File: config.mk
export PLATFORM = sky130hd
export DESIGN_NAME = round_robin_sleep_scheduler
export DESIGN_NICKNAME = d
export VERILOG_FILES = /design/src/rtl/rrss_pkg.sv /design/src/rtl/rrss_ctrl.sv /design/src/rtl/rrss_datapath.sv /design/src/rtl/round_robin_sleep_scheduler.sv
export VERILOG_INCLUDE_DIRS = /design/src /design/src/rtl
export SDC_FILE = /design/constraint.sdc
export NUM_CORES = 1
export LEC_CHECK = 0
export CAP_MARGIN = 20
export CORE_MARGIN = 1.5
export CORE_UTILIZATION = 30
export DETAILED_ROUTE_END_ITERATION = 10
export DONT_BUFFER_PORTS = 1
export GPL_ROUTABILITY_DRIVEN = 0
export PLACE_DENSITY = 0.51
export SKIP_CTS_REPAIR_TIMING = 1
export SLEW_MARGIN = 20
export SYNTH_ARGS = -nofsm -noshare
export SYNTH_HDL_FRONTEND = slang
export SYNTH_SLANG_ARGS = --single-unit
File: constraint.sdc
create_clock -name clk_i -period 5.25 [get_ports clk_i]
set_input_delay 0.2625 -clock clk_i [delete_from_list [all_inputs] [get_ports clk_i]]
set_output_delay 0.2625 -clock clk_i [all_outputs]
set_load 0.05 [all_outputs]
File: src/rtl/assert_macros.svh
// ---------------------------------------------------------------------------
// assert_macros.svh
// shared concurrent assertion macros
// ---------------------------------------------------------------------------
`ifndef ASSERT_MACROS_SVH
`define ASSERT_MACROS_SVH

// condition must never hold
`define ASSERT_NEVER(label, clk, rstn, cond) \
  label: assert property (@(posedge clk) disable iff (!rstn) !(cond)) \
    else $error("assertion failed");

// antecedent implies consequent in the same cycle
`define ASSERT_IMPLY(label, clk, rstn, ante, cons) \
  label: assert property (@(posedge clk) disable iff (!rstn) (ante) |-> (cons)) \
    else $error("assertion failed");

// antecedent implies consequent in the next cycle
`define ASSERT_NEXT(label, clk, rstn, ante, cons) \
  label: assert property (@(posedge clk) disable iff (!rstn) (ante) |=> (cons)) \
    else $error("assertion failed");

`endif

File: src/rtl/rrss_pkg.sv
// ---------------------------------------------------------------------------
// rrss_pkg
// types and constants of the round-robin sleep scheduler
// ---------------------------------------------------------------------------
package rrss_pkg;

  typedef enum logic [1:0] {
    SLOT_EMPTY   = 2'd0,
    SLOT_READY   = 2'd1,
    SLOT_EXEC    = 2'd2,
    SLOT_BLOCKED = 2'd3
  } slot_state_e;

  localparam logic CMD_TICK  = 1'b0;
  localparam logic CMD_WRITE = 1'b1;

  typedef enum logic [2:0] {
    S_IDLE   = 3'd0,
    S_DECODE = 3'd1,
    S_SWEEP  = 3'd2,
    S_SCAN   = 3'd3,
    S_DONE   = 3'd4
  } ctrl_state_e;

  typedef struct packed {
    logic load_item;
    logic wr_slot;
    logic sweep_start;
    logic sweep_step;
    logic scan_start;
    logic scan_step;
    logic pick;
    logic go_idle;
    logic out_load;
  } ctl_t;

  typedef struct packed {
    logic is_write;
    logic sweep_last;
    logic scan_hit;
    logic scan_last;
    logic out_busy;
  } sts_t;

endpackage

File: src/rtl/rrss_ctrl.sv
// ---------------------------------------------------------------------------
// rrss_ctrl
// sequencer: decode, timer sweep, round-robin scan, result hand-off
// ---------------------------------------------------------------------------
module rrss_ctrl (
  input  logic          clk_i,
  input  logic          rst_ni,
  input  logic          in_valid_i,
  output logic          in_ready_o,
  input  rrss_pkg::sts_t sts_i,
  output rrss_pkg::ctl_t ctl_o
);

  rrss_pkg::ctrl_state_e state_q, state_d;

  always_ff @(posedge clk_i or negedge rst_ni) begin
    if (!rst_ni) begin
      state_q <= rrss_pkg::S_IDLE;
    end else begin
      state_q <= state_d;
    end
  end

  always_comb begin
    state_d = state_q;
    case (state_q)
      rrss_pkg::S_IDLE: begin
        if (in_valid_i) state_d = rrss_pkg::S_DECODE;
      end
      rrss_pkg::S_DECODE: begin
        state_d = sts_i.is_write ? rrss_pkg::S_DONE : rrss_pkg::S_SWEEP;
      end
      rrss_pkg::S_SWEEP: begin
        if (sts_i.sweep_last) state_d = rrss_pkg::S_SCAN;
      end
      rrss_pkg::S_SCAN: begin
        if (sts_i.scan_hit || sts_i.scan_last) state_d = rrss_pkg::S_DONE;
      end
      rrss_pkg::S_DONE: begin
        if (!sts_i.out_busy) state_d = rrss_pkg::S_IDLE;
      end
      default: state_d = rrss_pkg::S_IDLE;
    endcase
  end

  always_comb begin
    ctl_o      = '0;
    in_ready_o = 1'b0;
    case (state_q)
      rrss_pkg::S_IDLE: begin
        in_ready_o      = 1'b1;
        ctl_o.load_item = in_valid_i;
      end
      rrss_pkg::S_DECODE: begin
        ctl_o.wr_slot     = sts_i.is_write;
        ctl_o.sweep_start = !sts_i.is_write;
      end
      rrss_pkg::S_SWEEP: begin
        ctl_o.sweep_step = 1'b1;
        ctl_o.scan_start = sts_i.sweep_last;
      end
      rrss_pkg::S_SCAN: begin
        ctl_o.scan_step = 1'b1;
        ctl_o.pick      = sts_i.scan_hit;
        ctl_o.go_idle   = !sts_i.scan_hit && sts_i.scan_last;
      end
      rrss_pkg::S_DONE: begin
        ctl_o.out_load = !sts_i.out_busy;
      end
      default: begin
        ctl_o = '0;
      end
    endcase
  end

endmodule

File: src/rtl/rrss_datapath.sv
// ---------------------------------------------------------------------------
// rrss_datapath
// slot tables, sweep and scan pointers, active slot and result register
// ---------------------------------------------------------------------------
`include "assert_macros.svh"

module rrss_datapath #(
  parameter int NUM_SLOTS  = 16,
  parameter int SLEEP_BITS = 16
) (
  input  logic           clk_i,
  input  logic           rst_ni,
  input  rrss_pkg::ctl_t ctl_i,
  output rrss_pkg::sts_t sts_o,
  input  logic           cmd_i,
  input  logic [3:0]     slot_i,
  input  logic [1:0]     new_state_i,
  input  logic [15:0]    sleep_ticks_i,
  output logic           out_valid_o,
  input  logic           out_ready_i,
  output logic           active_valid_o,
  output logic [3:0]     active_slot_o,
  output logic           switched_o,
  output logic [15:0]    woken_mask_o
);

  localparam int IW = $clog2(NUM_SLOTS);
  localparam logic [IW-1:0] LAST_IDX = IW'(NUM_SLOTS - 1);

  // captured transaction
  logic                  cmd_q;
  logic [3:0]            slot_q;
  rrss_pkg::slot_state_e nst_q;
  logic [15:0]           ticks_q;

  // slot tables, one valid bit per slot covers both tables
  rrss_pkg::slot_state_e st_mem [NUM_SLOTS];
  logic [SLEEP_BITS-1:0] cnt_mem [NUM_SLOTS];
  logic [NUM_SLOTS-1:0]  st_vld_q;

  logic                  st_we, cnt_we, rd_en;
  logic [IW-1:0]         st_waddr, cnt_waddr, rd_addr;
  rrss_pkg::slot_state_e st_wdata;
  logic [SLEEP_BITS-1:0] cnt_wdata;
  rrss_pkg::slot_state_e rd_st_q;
  logic [SLEEP_BITS-1:0] rd_cnt_q;
  logic                  rd_st_vld_q;

  // pointers and scheduler state
  logic [IW-1:0]         idx_q, cnt_q, next_idx, start_idx;
  logic [NUM_SLOTS-1:0]  ready_vec_q, woken_q;
  logic                  active_q, res_sw_q;
  logic [IW-1:0]         active_idx_q;

  // sweep evaluation
  rrss_pkg::slot_state_e cur_st, new_st;
  logic [SLEEP_BITS-1:0] cur_cnt, dec_cnt, new_cnt;
  logic                  wake;

  // write item decode
  logic [8:0]            slot_ext;
  logic                  slot_in_range;
  logic [IW-1:0]         slot_idx;

  // result register
  logic                  out_valid_q, o_act_q, o_sw_q;
  logic [3:0]            o_slot_q;
  logic [15:0]           o_woken_q;

  always_ff @(posedge clk_i) begin
    if (ctl_i.load_item) begin
      cmd_q   <= cmd_i;
      slot_q  <= slot_i;
      nst_q   <= rrss_pkg::slot_state_e'(new_state_i);
      ticks_q <= sleep_ticks_i;
    end
  end

  assign slot_ext      = 9'(slot_q);
  assign slot_in_range = slot_ext < 9'(NUM_SLOTS);
  assign slot_idx      = IW'(slot_ext);

  assign next_idx  = (idx_q == LAST_IDX) ? '0 : idx_q + IW'(1);
  assign start_idx = !active_q ? '0 :
                     (active_idx_q == LAST_IDX) ? '0 : active_idx_q + IW'(1);

  always_comb begin
    cur_st  = rd_st_vld_q ? rd_st_q : rrss_pkg::SLOT_EMPTY;
    cur_cnt = rd_st_vld_q ? rd_cnt_q : '0;
    dec_cnt = cur_cnt - SLEEP_BITS'(1);
    new_st  = cur_st;
    new_cnt = cur_cnt;
    wake    = 1'b0;
    if (cur_st == rrss_pkg::SLOT_BLOCKED && cur_cnt != '0) begin
      new_cnt = dec_cnt;
      if (dec_cnt == '0) begin
        new_st = rrss_pkg::SLOT_READY;
        wake   = 1'b1;
      end
    end
    if (active_q && idx_q == active_idx_q && new_st == rrss_pkg::SLOT_EXEC) begin
      new_st = rrss_pkg::SLOT_READY;
    end
  end

  always_comb begin
    st_we     = 1'b0;
    st_waddr  = idx_q;
    st_wdata  = new_st;
    cnt_we    = 1'b0;
    cnt_waddr = idx_q;
    cnt_wdata = new_cnt;
    if (ctl_i.wr_slot) begin
      st_we     = slot_in_range;
      st_waddr  = slot_idx;
      st_wdata  = nst_q;
      cnt_we    = slot_in_range;
      cnt_waddr = slot_idx;
      cnt_wdata = SLEEP_BITS'(ticks_q);
    end else if (ctl_i.sweep_step) begin
      st_we  = 1'b1;
      cnt_we = 1'b1;
    end else if (ctl_i.pick) begin
      st_we    = 1'b1;
      st_wdata = rrss_pkg::SLOT_EXEC;
    end
  end

  assign rd_en   = ctl_i.sweep_start || ctl_i.sweep_step;
  assign rd_addr = ctl_i.sweep_start ? '0 : next_idx;

  always_ff @(posedge clk_i) begin
    if (st_we) st_mem[st_waddr] <= st_wdata;
    if (rd_en) rd_st_q <= st_mem[rd_addr];
  end

  always_ff @(posedge clk_i) begin
    if (cnt_we) cnt_mem[cnt_waddr] <= cnt_wdata;
    if (rd_en) rd_cnt_q <= cnt_mem[rd_addr];
  end

  always_ff @(posedge clk_i or negedge rst_ni) begin
    if (!rst_ni) begin
      st_vld_q    <= '0;
      rd_st_vld_q <= 1'b0;
    end else begin
      if (st_we) st_vld_q[st_waddr] <= 1'b1;
      if (rd_en) begin
        rd_st_vld_q <= st_vld_q[rd_addr];
      end
    end
  end

  always_ff @(posedge clk_i or negedge rst_ni) begin
    if (!rst_ni) begin
      idx_q        <= '0;
      cnt_q        <= '0;
      ready_vec_q  <= '0;
      woken_q      <= '0;
      active_q     <= 1'b0;
      active_idx_q <= '0;
      res_sw_q     <= 1'b0;
    end else begin
      if (ctl_i.sweep_start) begin
        idx_q <= '0;
      end else if (ctl_i.scan_start) begin
        idx_q <= start_idx;
      end else if (ctl_i.sweep_step || ctl_i.scan_step) begin
        idx_q <= next_idx;
      end
      if (ctl_i.scan_start) begin
        cnt_q <= '0;
      end else if (ctl_i.scan_step) begin
        cnt_q <= cnt_q + IW'(1);
      end
      if (ctl_i.sweep_step) begin
        ready_vec_q[idx_q] <= (new_st == rrss_pkg::SLOT_READY);
        if (wake) woken_q[idx_q] <= 1'b1;
      end
      if (ctl_i.load_item) begin
        woken_q  <= '0;
        res_sw_q <= 1'b0;
      end
      if (ctl_i.pick) begin
        active_q     <= 1'b1;
        active_idx_q <= idx_q;
        res_sw_q     <= !active_q || (active_idx_q != idx_q);
      end else if (ctl_i.go_idle) begin
        active_q     <= 1'b0;
        active_idx_q <= '0;
        res_sw_q     <= active_q;
      end
    end
  end

  always_ff @(posedge clk_i or negedge rst_ni) begin
    if (!rst_ni) begin
      out_valid_q <= 1'b0;
    end else if (ctl_i.out_load) begin
      out_valid_q <= 1'b1;
    end else if (out_ready_i) begin
      out_valid_q <= 1'b0;
    end
  end

  always_ff @(posedge clk_i) begin
    if (ctl_i.out_load) begin
      o_act_q   <= active_q;
      o_slot_q  <= 4'(active_idx_q);
      o_sw_q    <= res_sw_q;
      o_woken_q <= 16'(woken_q);
    end
  end

  assign sts_o.is_write   = (cmd_q == rrss_pkg::CMD_WRITE);
  assign sts_o.sweep_last = (idx_q == LAST_IDX);
  assign sts_o.scan_hit   = ready_vec_q[idx_q];
  assign sts_o.scan_last  = (cnt_q == LAST_IDX);
  assign sts_o.out_busy   = out_valid_q && !out_ready_i;

  assign out_valid_o    = out_valid_q;
  assign active_valid_o = o_act_q;
  assign active_slot_o  = o_slot_q;
  assign switched_o     = o_sw_q;
  assign woken_mask_o   = o_woken_q;

  `ASSERT_NEVER(a_step_overlap, clk_i, rst_ni, ctl_i.sweep_step && ctl_i.scan_step)
  `ASSERT_IMPLY(a_pick_ready, clk_i, rst_ni, ctl_i.pick, ready_vec_q[idx_q])
  `ASSERT_IMPLY(a_idle_index, clk_i, rst_ni, !active_q, active_idx_q == '0)
  `ASSERT_NEXT(a_load_shows, clk_i, rst_ni, ctl_i.out_load, out_valid_q)

endmodule

File: src/rtl/round_robin_sleep_scheduler.sv
// ---------------------------------------------------------------------------
// round_robin_sleep_scheduler
// round-robin task scheduler with per-slot sleep countdowns
// ---------------------------------------------------------------------------
// input channel (in_valid_i/in_ready_o) carries one command per transaction:
// a tick, or a write of one slot's state and sleep countdown. every input
// transaction gives exactly one result on the output channel
// (out_valid_o/out_ready_i): active slot, switch flag and woken mask.
// a write item goes from decode straight to the result. a tick first sweeps
// the sleep counters slot by slot through the slot tables, then the
// round-robin scan checks slots in turn, stopping at the first ready slot.
// one transaction is in flight at a time; in_ready_o is high while idle.
// the result sits in an output register, so the next transaction can be
// accepted while an earlier result waits; a stalled receiver holds the
// sequencer only when the next result is ready to be loaded.
// reset clears all slots to empty with zero count and makes the block idle;
// no clearing pass is needed, per-slot valid bits stand for the reset value.
// ---------------------------------------------------------------------------
module round_robin_sleep_scheduler #(
  parameter int NUM_SLOTS  = 16,
  parameter int SLEEP_BITS = 16
) (
  input  logic        clk_i,
  input  logic        rst_ni,
  input  logic        in_valid_i,
  output logic        in_ready_o,
  input  logic        cmd_i,
  input  logic [3:0]  slot_i,
  input  logic [1:0]  new_state_i,
  input  logic [15:0] sleep_ticks_i,
  output logic        out_valid_o,
  input  logic        out_ready_i,
  output logic        active_valid_o,
  output logic [3:0]  active_slot_o,
  output logic        switched_o,
  output logic [15:0] woken_mask_o
);

  rrss_pkg::ctl_t ctl;
  rrss_pkg::sts_t sts;

  rrss_ctrl u_ctrl (
    .clk_i      (clk_i),
    .rst_ni     (rst_ni),
    .in_valid_i (in_valid_i),
    .in_ready_o (in_ready_o),
    .sts_i      (sts),
    .ctl_o      (ctl)
  );

  rrss_datapath #(
    .NUM_SLOTS  (NUM_SLOTS),
    .SLEEP_BITS (SLEEP_BITS)
  ) u_datapath (
    .clk_i          (clk_i),
    .rst_ni         (rst_ni),
    .ctl_i          (ctl),
    .sts_o          (sts),
    .cmd_i          (cmd_i),
    .slot_i         (slot_i),
    .new_state_i    (new_state_i),
    .sleep_ticks_i  (sleep_ticks_i),
    .out_valid_o    (out_valid_o),
    .out_ready_i    (out_ready_i),
    .active_valid_o (active_valid_o),
    .active_slot_o  (active_slot_o),
    .switched_o     (switched_o),
    .woken_mask_o   (woken_mask_o)
  );

endmodule

==> impl_metrics.env, run 1 <==
export IMPL_status="complete, no violations"
export IMPL_clk_path_buf_depth=3
export IMPL_hold_path_startpoint="out_ready_i"
export IMPL_final_area_um2=20500
export IMPL_ant_nets=0
export IMPL_layout_nets=1400
export IMPL_area_delta_synth_final_pct=15.1
export IMPL_end_kind="flop"
export IMPL_crit_type="flop to flop"
export IMPL_drc=0
export IMPL_cellPowerDensity_nw_per_um2=650
export IMPL_dpl_hpwl_um=29000
export IMPL_r2r_start="u_datapath.rd_cnt_q[2]$_DFFE_PP_"
export IMPL_syn_cell_area_um2=17900
export IMPL_grt_pass1_vias=10800
export IMPL_insertedDiodeCount=0
export IMPL_ys_types=78
export IMPL_critPathMaxStageDelay_ps=770
export IMPL_cts_htree_levels=2
export IMPL_grt_setup_unrepaired="false"
export IMPL_cts_buffers=43
export IMPL_synthFlopType="edfxtp_1"
export IMPL_drive_gt1_share_pct=14.2
export IMPL_synth_edff_count=351
export IMPL_peakVddDrop_v=0.000548
export IMPL_clock_root_buffer="clkbuf_16"
export IMPL_fillers=5674
export IMPL_clk_pin_slew_ps=60
export IMPL_fin_crit_sh_pct=73.4
export IMPL_worst_pin_slew_ps=1010
export IMPL_ys_ff_latch=418
export IMPL_via_per_inst=5.09
export IMPL_port_buffers=0
export IMPL_slew_viol_final=0
export IMPL_io_pins=51
export IMPL_grt_max_degree=78
export IMPL_path_cells="nor4_1 > and4_1 > o21ai_1 > nor4bb_1 > nand4b_2 > a221o_1"
export IMPL_p_leak_nw=7.25
export IMPL_wl_um=46600
export IMPL_clkLatencyLatePin_ps=580
export IMPL_finalSetupTns_ps=0
export IMPL_r2r_cells=6
export IMPL_cap_violations=0
export IMPL_max_slew_margin_pct=32.7
export IMPL_place_area_um2=19000
export IMPL_clock_sinks=418
export IMPL_setup_viol=0
export IMPL_post_route_util_pct=34.9
export IMPL_finalHoldViolCount=0
export IMPL_r2r_slack_ps=1400
export IMPL_yosysTopAreaCell="edfxtp_1"
export IMPL_fp_row_count=89
export IMPL_startpoint_type="flop"
export IMPL_wire_per_inst_um=21.5
export IMPL_die_area_um2=61000
export IMPL_grt_pass1_wl_um=70600
export IMPL_crit_fanout=18
export IMPL_netlist_top_cells_area="edfxtp_1, dfrtp_1, nand2_1, mux2i_1, mux4_2"
export IMPL_yosys_area_top_type_share_pct=59.0
export IMPL_yosysWarnings=0
export IMPL_start_util_pct=30.3
export IMPL_gr_total_overflow=0
export IMPL_antenna_found_initial=0
export IMPL_skew_ps=22.0
export IMPL_syn_inst=1327
export IMPL_hold_path_class="input pin to flop"
export IMPL_arrival_ps=4070
export IMPL_syn_area_per_cell_um2=13.5
export IMPL_dr_pass1_iters=5
export IMPL_r2r_end="u_datapath.st_mem[5][1]$_DFFE_PP_"
export IMPL_coreArea_um2=58900
export IMPL_max_freq_ghz=0.260
export IMPL_min_path_cells=3
export IMPL_async_reset_ff_share_pct=16.0
export IMPL_vias=11000
export IMPL_die_w_um=247
export IMPL_synth_nets=1363
export IMPL_min_to="u_ctrl.state_q[2]$_DFFE_PN0P_"
export IMPL_cts_tree="done"
export IMPL_min_period_ps=3850
export IMPL_critPathSlowestCell="a221o_1"
export IMPL_critPathRequiredTime_ps=5470
export IMPL_first_iter_violations=878
export IMPL_seq_area_frac_synth_pct=68.4
export IMPL_die_y_um=247
export IMPL_grt_use_total_pct=15.5
-- kinds of logic (layout without fill, tap and decap cells) --
group | Yosys count | count (layout) | synth area share [%]
AO/OA/AOI/OAI | 213 | 213 | 8.16
XOR/XNOR | 17 | 17 | 0.834
adder cells (fa/ha/maj) | 9 | 9 | 0.631
buffers and inverters | 100 | 167 | 2.35
flip-flops | 418 | 418 | 68.4
multiplexers | 86 | 86 | 6.65
AND/OR/NAND/NOR | 484 | 484 | 12.9
-- how the worst max path moves through the flow --
stage	from	slack, ps	endpoint	cells past startpoint
2_1_floorplan	u_ctrl.state_q[1]$_DFFE_PN0P_	2040	u_datapath.cmd_q$_DFFE_PP_	5
3_3_place_gp	u_datapath.idx_q[0]$_DFFE_PN0P_	1580	u_datapath.rd_cnt_q[9]$_DFFE_PP_	6
3_5_place_dp	u_datapath.rd_cnt_q[2]$_DFFE_PP_	1510	u_datapath.st_mem[14][1]$_DFFE_PP_	6
4_1_cts	u_datapath.rd_cnt_q[2]$_DFFE_PP_	1450	u_datapath.st_mem[7][1]$_DFFE_PP_	6
5_1_grt	u_datapath.rd_cnt_q[2]$_DFFE_PP_	1210	u_datapath.st_mem[5][1]$_DFFE_PP_	6
6_report	u_datapath.rd_cnt_q[2]$_DFFE_PP_	1400	u_datapath.st_mem[5][1]$_DFFE_PP_	6
-- cells in the final DEF (no fill, tap or decap), types with 37 or more instances in the layout --
| master | instances |
|---|---|
| a311oi_1 | 38 |
| buf_4 | 46 |
| clkbuf_16 | 44 |
| dfrtp_1 | 67 |
| edfxtp_1 | 351 |
| mux2i_1 | 44 |
| nand2_1 | 235 |
| nand3_1 | 45 |
| nor2_1 | 38 |
| o21ai_0 | 71 |
| or3_1 | 37 |
-- flip-flops by register name, indices dropped and copies added, names as in the netlist --
register	count
u_datapath.res_sw_q	1
u_datapath.nst_q	2
u_datapath.cnt_q	4
u_datapath.rd_cnt_q	16
u_datapath.woken_mask_o	16
u_datapath.active_q	1
u_datapath.woken_q	16
u_datapath.rd_st_vld_q	1
u_datapath.active_slot_o	4
u_datapath.active_valid_o	1
u_datapath.active_idx_q	4
u_datapath.cmd_q	1
u_datapath.slot_idx	4
u_datapath.rd_st_q	2
u_datapath.ticks_q	16
u_datapath.ready_vec_q	16
u_ctrl.state_q	3
u_datapath.st_mem	32
u_datapath.cnt_mem	256
u_datapath.idx_q	4
u_datapath.switched_o	1
u_datapath.out_valid_o	1
u_datapath.st_vld_q	16
-- final cells by class --
class                      instances  area, um2  share of cell area [%]
multi-input combinational        809       5330                    25.9
inverter                          16       60.1                   0.292
tap                              773        967                    4.71
clock inverter                    15       93.8                   0.457
clock buffer                      60       1190                    5.80
timing repair buffer              76        693                    3.37
sequential                       418      12200                    59.4
-- power breakdown --
part / switching, mW / internal (mW)
Combinational: 3.50 / 1.80
Clock: 1.26 / 1.59
Sequential: 0.493 / 4.72
-- through the flow --
step / setup WS, ps / power, mW / cells / hold WS (ps)
after floorplan: 2040 / 8.56 / 1327 / -33.1
after CTS: 1450 / 13.4 / 2140 / -664
after global routing: 1210 / 14.1 / 2167 / 82.1
after detailed placement: 1510 / 10.5 / 2065 / -30.2
final: 1400 / 13.4 / 2167 / 59.9
after global placement: 1580 / 10.5 / 2064 / -30.8
-- synth_stat cells (all sizes together) (14+ instances only) --
| master | count |
|---|---|
| clkbuf | 60 |
| o21ai | 86 |
| and3 | 21 |
| nor3 | 19 |
| or3 | 38 |
| nand2 | 235 |
| a31oi | 14 |
| nor2 | 65 |
| a311oi | 38 |
| edfxtp | 351 |
| buf | 24 |
| mux2i | 44 |
| mux4 | 23 |
| mux2 | 19 |
| a21oi | 29 |
| inv | 16 |
| nand3 | 45 |
| or2 | 20 |
| dfrtp | 67 |
-- critical path: cells and delay by family (launching register included) --
family	cells	cell delay, ps
simple gates	4	2010
compound gates	2	900
flops	1	560
-- layer usage --
metal	vias to the layer above	track usage, %	wire (um)
met3	68	2.04	2290
met4	0	5.79	1350
li1	5052	-	-
met2	295	24.5	21500
met1	5615	21.7	21400
met5	-	0	0
No activity file was read; power rests on OpenSTA's default activity.
==> inputs of run 2 (changes only) <==
- PLACE_DENSITY: 0.51 -> 0.52
- clock period: 5.25 -> 3.1 ns (I/O delays scaled with it)
==> impl_metrics.env, run 2 (synthesized netlist as in run 1, its figures left out) <==
export IMPL_clk_pin_slew_ps=60
export IMPL_gr_total_overflow=0
export IMPL_antenna_found_initial=0
export IMPL_post_place_cells=2111
export IMPL_clock_root_buffer="clkbuf_16"
export IMPL_setup_viol=0
export IMPL_seq_area_um2=12200
export IMPL_setup_ws_ps=177
export IMPL_coreArea_um2=58900
export IMPL_arrival_ps=3140
export IMPL_place_ws_ps=237
export IMPL_reg_largest_list="u_datapath.cnt_mem: 256 flops, u_datapath.st_mem: 32 flops"
export IMPL_cap_violations=0
export IMPL_final_area_um2=21300
export IMPL_drc=0
export IMPL_grt_pass1_wl_um=72200
export IMPL_clkLatencyLatePin_ps=580
export IMPL_critPathRequiredTime_ps=3310
export IMPL_grt_use_total_pct=16.0
export IMPL_fp_row_count=89
export IMPL_status="finished, violations left"
export IMPL_vias=11300
export IMPL_startpoint_type="flop"
export IMPL_crit_type="flop to flop"
export IMPL_cts_htree_levels=2
export IMPL_hold_path_class="input pin to flop"
export IMPL_finalHoldViolCount=11
export IMPL_layout_nets=1447
export IMPL_total_power_mw=24.1
export IMPL_drive_gt1_share_pct=17.4
export IMPL_port_buffers=0
export IMPL_largest_reg_flops=256
export IMPL_cellPowerDensity_nw_per_um2=1130
export IMPL_clock_sinks=418
export IMPL_die_area_um2=61000
export IMPL_area_delta_synth_final_pct=19.4
export IMPL_top_register="u_datapath.cnt_mem"
export IMPL_finalSetupTns_ps=0
export IMPL_post_route_util_pct=36.2
export IMPL_p_leak_nw=7.64
export IMPL_max_freq_ghz=0.342
export IMPL_ant_nets=0
export IMPL_end_kind="flop"
export IMPL_grt_pass1_vias=11000
export IMPL_fillers=5617
export IMPL_clk_path_buf_depth=3
export IMPL_first_iter_violations=953
export IMPL_final_cells=2220
export IMPL_violations="negative hold slack"
export IMPL_layout_commonest_cell="edfxtp_1"
export IMPL_die_y_um=247
export IMPL_dr_pass1_iters=6
export IMPL_grt_setup_unrepaired="false"
export IMPL_insertedDiodeCount=0
export IMPL_cts_buffers=44
export IMPL_dpl_hpwl_um=29000
export IMPL_slew_viol_final=0
export IMPL_die_w_um=247
export IMPL_wl_um=48500
export IMPL_worst_pin_slew_ps=1120
export IMPL_fin_hold_ws_ps=-23.0
export IMPL_grt_max_degree=68
export IMPL_peakVddDrop_v=0.000738
export IMPL_crit_fanout=16
export IMPL_skew_ps=25.8
export IMPL_io_pins=51
export IMPL_layout_common_cells="edfxtp_1, nand2_1, buf_4, o21ai_0, dfrtp_1"
export IMPL_fin_crit_sh_pct=94.3
export IMPL_min_period_ps=2920
export IMPL_wire_per_inst_um=21.8
export IMPL_max_slew_margin_pct=24.8
export IMPL_multi_input_area_um2=5320
export IMPL_place_area_um2=19600
export IMPL_cts_tree="done"
export IMPL_via_per_inst=5.08
export IMPL_start_util_pct=30.3
[run 2: changes by cell type in the layout (fill, tap and decap cells not counted), sizes merged]
cell	delta
buf	+46
clkinv	+10
clkbuf	-5
bufinv	+4
inv	-2
[run 2: area by class of cell]
| type | instances | share of cell area [%] |
|---|---|---|
| inverters | 16 | 0.282 |
| multi-input cells | 809 | 25.0 |
| repair buffers | 122 | 5.99 |
| flip-flops and latches | 418 | 57.3 |
| well taps | 773 | 4.54 |
| clock inverters | 27 | 1.13 |
| clock buffers | 55 | 5.80 |
[run 2: worst max-delay path, stage by stage (launching register included)]
cell	delay, ps
dfrtp_1	480
nand2_1	160
ha_1	300
buf_4	200
nand2_1	60
a221oi_1	320
and3_1	250
nand4b_2	180
a221o_1	600
[run 2: layer usage]
| layer | vias up | share of wire, % | track usage, % |
|---|---|---|---|
| met2 | 353 | 47 | 25.2 |
| met3 | 78 | 5.6 | 2.49 |
| met1 | 5696 | 45 | 22.3 |
| met5 | - | 0 | 0 |
| met4 | 0 | 3.1 | 5.97 |
| li1 | 5150 | - | - |
[run 2: worst paths after layout]
kind | startpoint | endpoint | slack [ps] | cells after the start
max | u_datapath.rd_st_vld_q$_DFFE_PN0P_ | u_datapath.st_mem[14][1]$_DFFE_PP_ | 180 | 8
min | in_valid_i | u_datapath.woken_q[7]$_DFFE_PN0P_ | -20 | 4
max reg2reg | u_datapath.rd_st_vld_q$_DFFE_PN0P_ | u_datapath.st_mem[14][1]$_DFFE_PP_ | 180 | 8
min reg2reg | u_datapath.woken_q[15]$_DFFE_PN0P_ | u_datapath.woken_mask_o[15]$_DFFE_PP_ | 440 | 0
max in group asynchronous | rst_ni | u_datapath.woken_q[3]$_DFFE_PN0P_ | 2660 | 2
min in group asynchronous | rst_ni | u_datapath.idx_q[0]$_DFFE_PN0P_ | 140 | 2
[run 2: where the power goes]
part | switching [mW] | total [mW] | internal [mW]
Sequential | 0.743 | 8.73 | 7.99
Clock | 2.20 | 5.37 | 3.17
Combinational | 6.25 | 10.0 | 3.79
==> inputs of run 3 (changes only) <==
- SETUP_SLACK_MARGIN: not set -> 0.2
==> impl_metrics.env, run 3 (synthesized netlist as in run 1, its figures left out) <==
export IMPL_die_w_um=247
export IMPL_dpl_hpwl_um=28600
export IMPL_setup_ws_ps=294
export IMPL_io_pins=51
export IMPL_cts_tree="done"
export IMPL_die_y_um=247
export IMPL_p_leak_nw=7.63
export IMPL_insertedDiodeCount=0
export IMPL_hold_path_class="input pin to async pin"
export IMPL_slew_viol_final=0
export IMPL_end_kind="flop"
export IMPL_grt_max_degree=68
export IMPL_min_period_ps=2810
export IMPL_finalHoldViolCount=0
export IMPL_seqPwrFrac_pct=36.4
export IMPL_cap_violations=0
export IMPL_via_per_inst=5.04
export IMPL_p_comb_share_pct=41.7
export IMPL_crit_fanout=9
export IMPL_clock_root_buffer="clkbuf_16"
export IMPL_setup_viol=0
export IMPL_cellPowerDensity_nw_per_um2=1130
export IMPL_wl_um=47200
export IMPL_die_area_um2=61000
export IMPL_vias=11200
export IMPL_p_int_mw=14.9
export IMPL_clock_sinks=418
export IMPL_critPathRequiredTime_ps=3380
export IMPL_port_buffers=0
export IMPL_final_area_um2=21200
export IMPL_place_area_um2=19500
export IMPL_drc=0
export IMPL_start_util_pct=30.3
export IMPL_worst_pin_slew_ps=853
export IMPL_grt_pass1_vias=11000
export IMPL_top_register="u_datapath.cnt_mem"
export IMPL_skew_ps=23.2
export IMPL_clk_path_buf_depth=3
export IMPL_switching_share_pct=38.0
export IMPL_cts_buffers=44
export IMPL_grt_use_total_pct=15.6
export IMPL_wire_per_inst_um=21.3
export IMPL_ant_nets=0
export IMPL_clkLatencyLatePin_ps=580
export IMPL_cts_htree_levels=2
export IMPL_status="complete, no violations"
export IMPL_max_freq_ghz=0.356
export IMPL_grt_pass1_wl_um=70500
export IMPL_reg_largest_list="u_datapath.cnt_mem: 256 flops, u_datapath.st_mem: 32 flops"
export IMPL_drive_gt1_share_pct=17.9
export IMPL_fin_crit_sh_pct=90.5
export IMPL_layout_commonest_cell="edfxtp_1"
export IMPL_peakVddDrop_v=0.000555
export IMPL_area_delta_synth_final_pct=19.0
export IMPL_place_ws_ps=108
export IMPL_gr_total_overflow=0
export IMPL_fp_row_count=89
export IMPL_coreArea_um2=58900
export IMPL_finalSetupTns_ps=0
export IMPL_max_slew_margin_pct=42.9
export IMPL_dr_pass1_iters=5
export IMPL_arrival_ps=3090
export IMPL_grt_setup_unrepaired="false"
export IMPL_layout_nets=1448
export IMPL_antenna_found_initial=0
export IMPL_startpoint_type="flop"
export IMPL_largest_reg_flops=256
export IMPL_p_switching_mw=9.11
export IMPL_crit_type="flop to flop"
export IMPL_first_iter_violations=993
export IMPL_layout_common_cells="edfxtp_1, nand2_1, buf_4, o21ai_0, dfrtp_1"
export IMPL_clkPwrFrac_pct=22.0
export IMPL_clk_pin_slew_ps=60
==> run 3: routing by layer <==
layer  wire length, um  global-route usage, %  vias to the layer above
met3              2570                   2.76                       59
met1             20800                   21.0                     5655
met4               993                   4.18                        0
met5                 0                      0                        -
met2             22800                   25.8                      312
li1                  -                      -                     5148
==> run 3: area by class of cell <==
| type | instances | area [um2] |
|---|---|---|
| fill | 5613 | 37700 |
| tap | 773 | 967 |
| clock inverter | 20 | 213 |
| timing repair buffer | 122 | 1180 |
| clock buffer | 59 | 1220 |
| multi-input combinational | 810 | 5390 |
| inverter | 16 | 60.1 |
| sequential | 418 | 12200 |
==> run 3: path summary, 6_finish.rpt <==
kind,startpoint,endpoint,slack (ps),depth (start not counted)
hold / removal,rst_ni,u_datapath.out_valid_o$_DFFE_PN0P_,110,2
setup reg to reg,u_datapath.rd_cnt_q[9]$_DFFE_PP_,u_datapath.st_mem[1][1]$_DFFE_PP_,290,6
hold reg to reg,u_datapath.woken_q[7]$_DFFE_PN0P_,u_datapath.woken_mask_o[7]$_DFFE_PP_,450,0
max in group asynchronous,rst_ni,u_datapath.rd_st_vld_q$_DFFE_PN0P_,2660,2
setup / recovery,u_datapath.rd_cnt_q[9]$_DFFE_PP_,u_datapath.st_mem[1][1]$_DFFE_PP_,290,6
min in group clk_i,sleep_ticks_i[6],u_datapath.ticks_q[6]$_DFFE_PP_,200,1
==> run 3: metrics by stage <==
| step | std cells | util (%) | power [mW] | hold WS [ps] |
|---|---|---|---|---|
| detailed placement | 2111 | 33.0 | 18.7 | -135 |
| global route | 2218 | 36.1 | 25.2 | 126 |
| CTS | 2190 | 35.5 | 24.0 | -754 |
| global placement | 2111 | 33.0 | 18.6 | -135 |
| floorplan | 1327 | - | 14.6 | -141 |
| finish | 2218 | 36.1 | 24.0 | 107 |
==> run 3: power by group through the flow <==
stage	logic (mW)	clock network, mW	registers [mW]
finish	9.99	5.27	8.72
detailed placement	9.89	0	8.80
global route	10.8	5.60	8.81
floorplan	6.06	0	8.50
CTS	9.93	5.40	8.70
global placement	9.83	0	8.77
==> run 3: critical path, stage by stage (launching register included) <==
cell and delay (ps):
edfxtp_1 530, or4_4 600, nor4_2 310, or2_2 190, nand2_1 60, nand4b_2 330
a221o_2 490
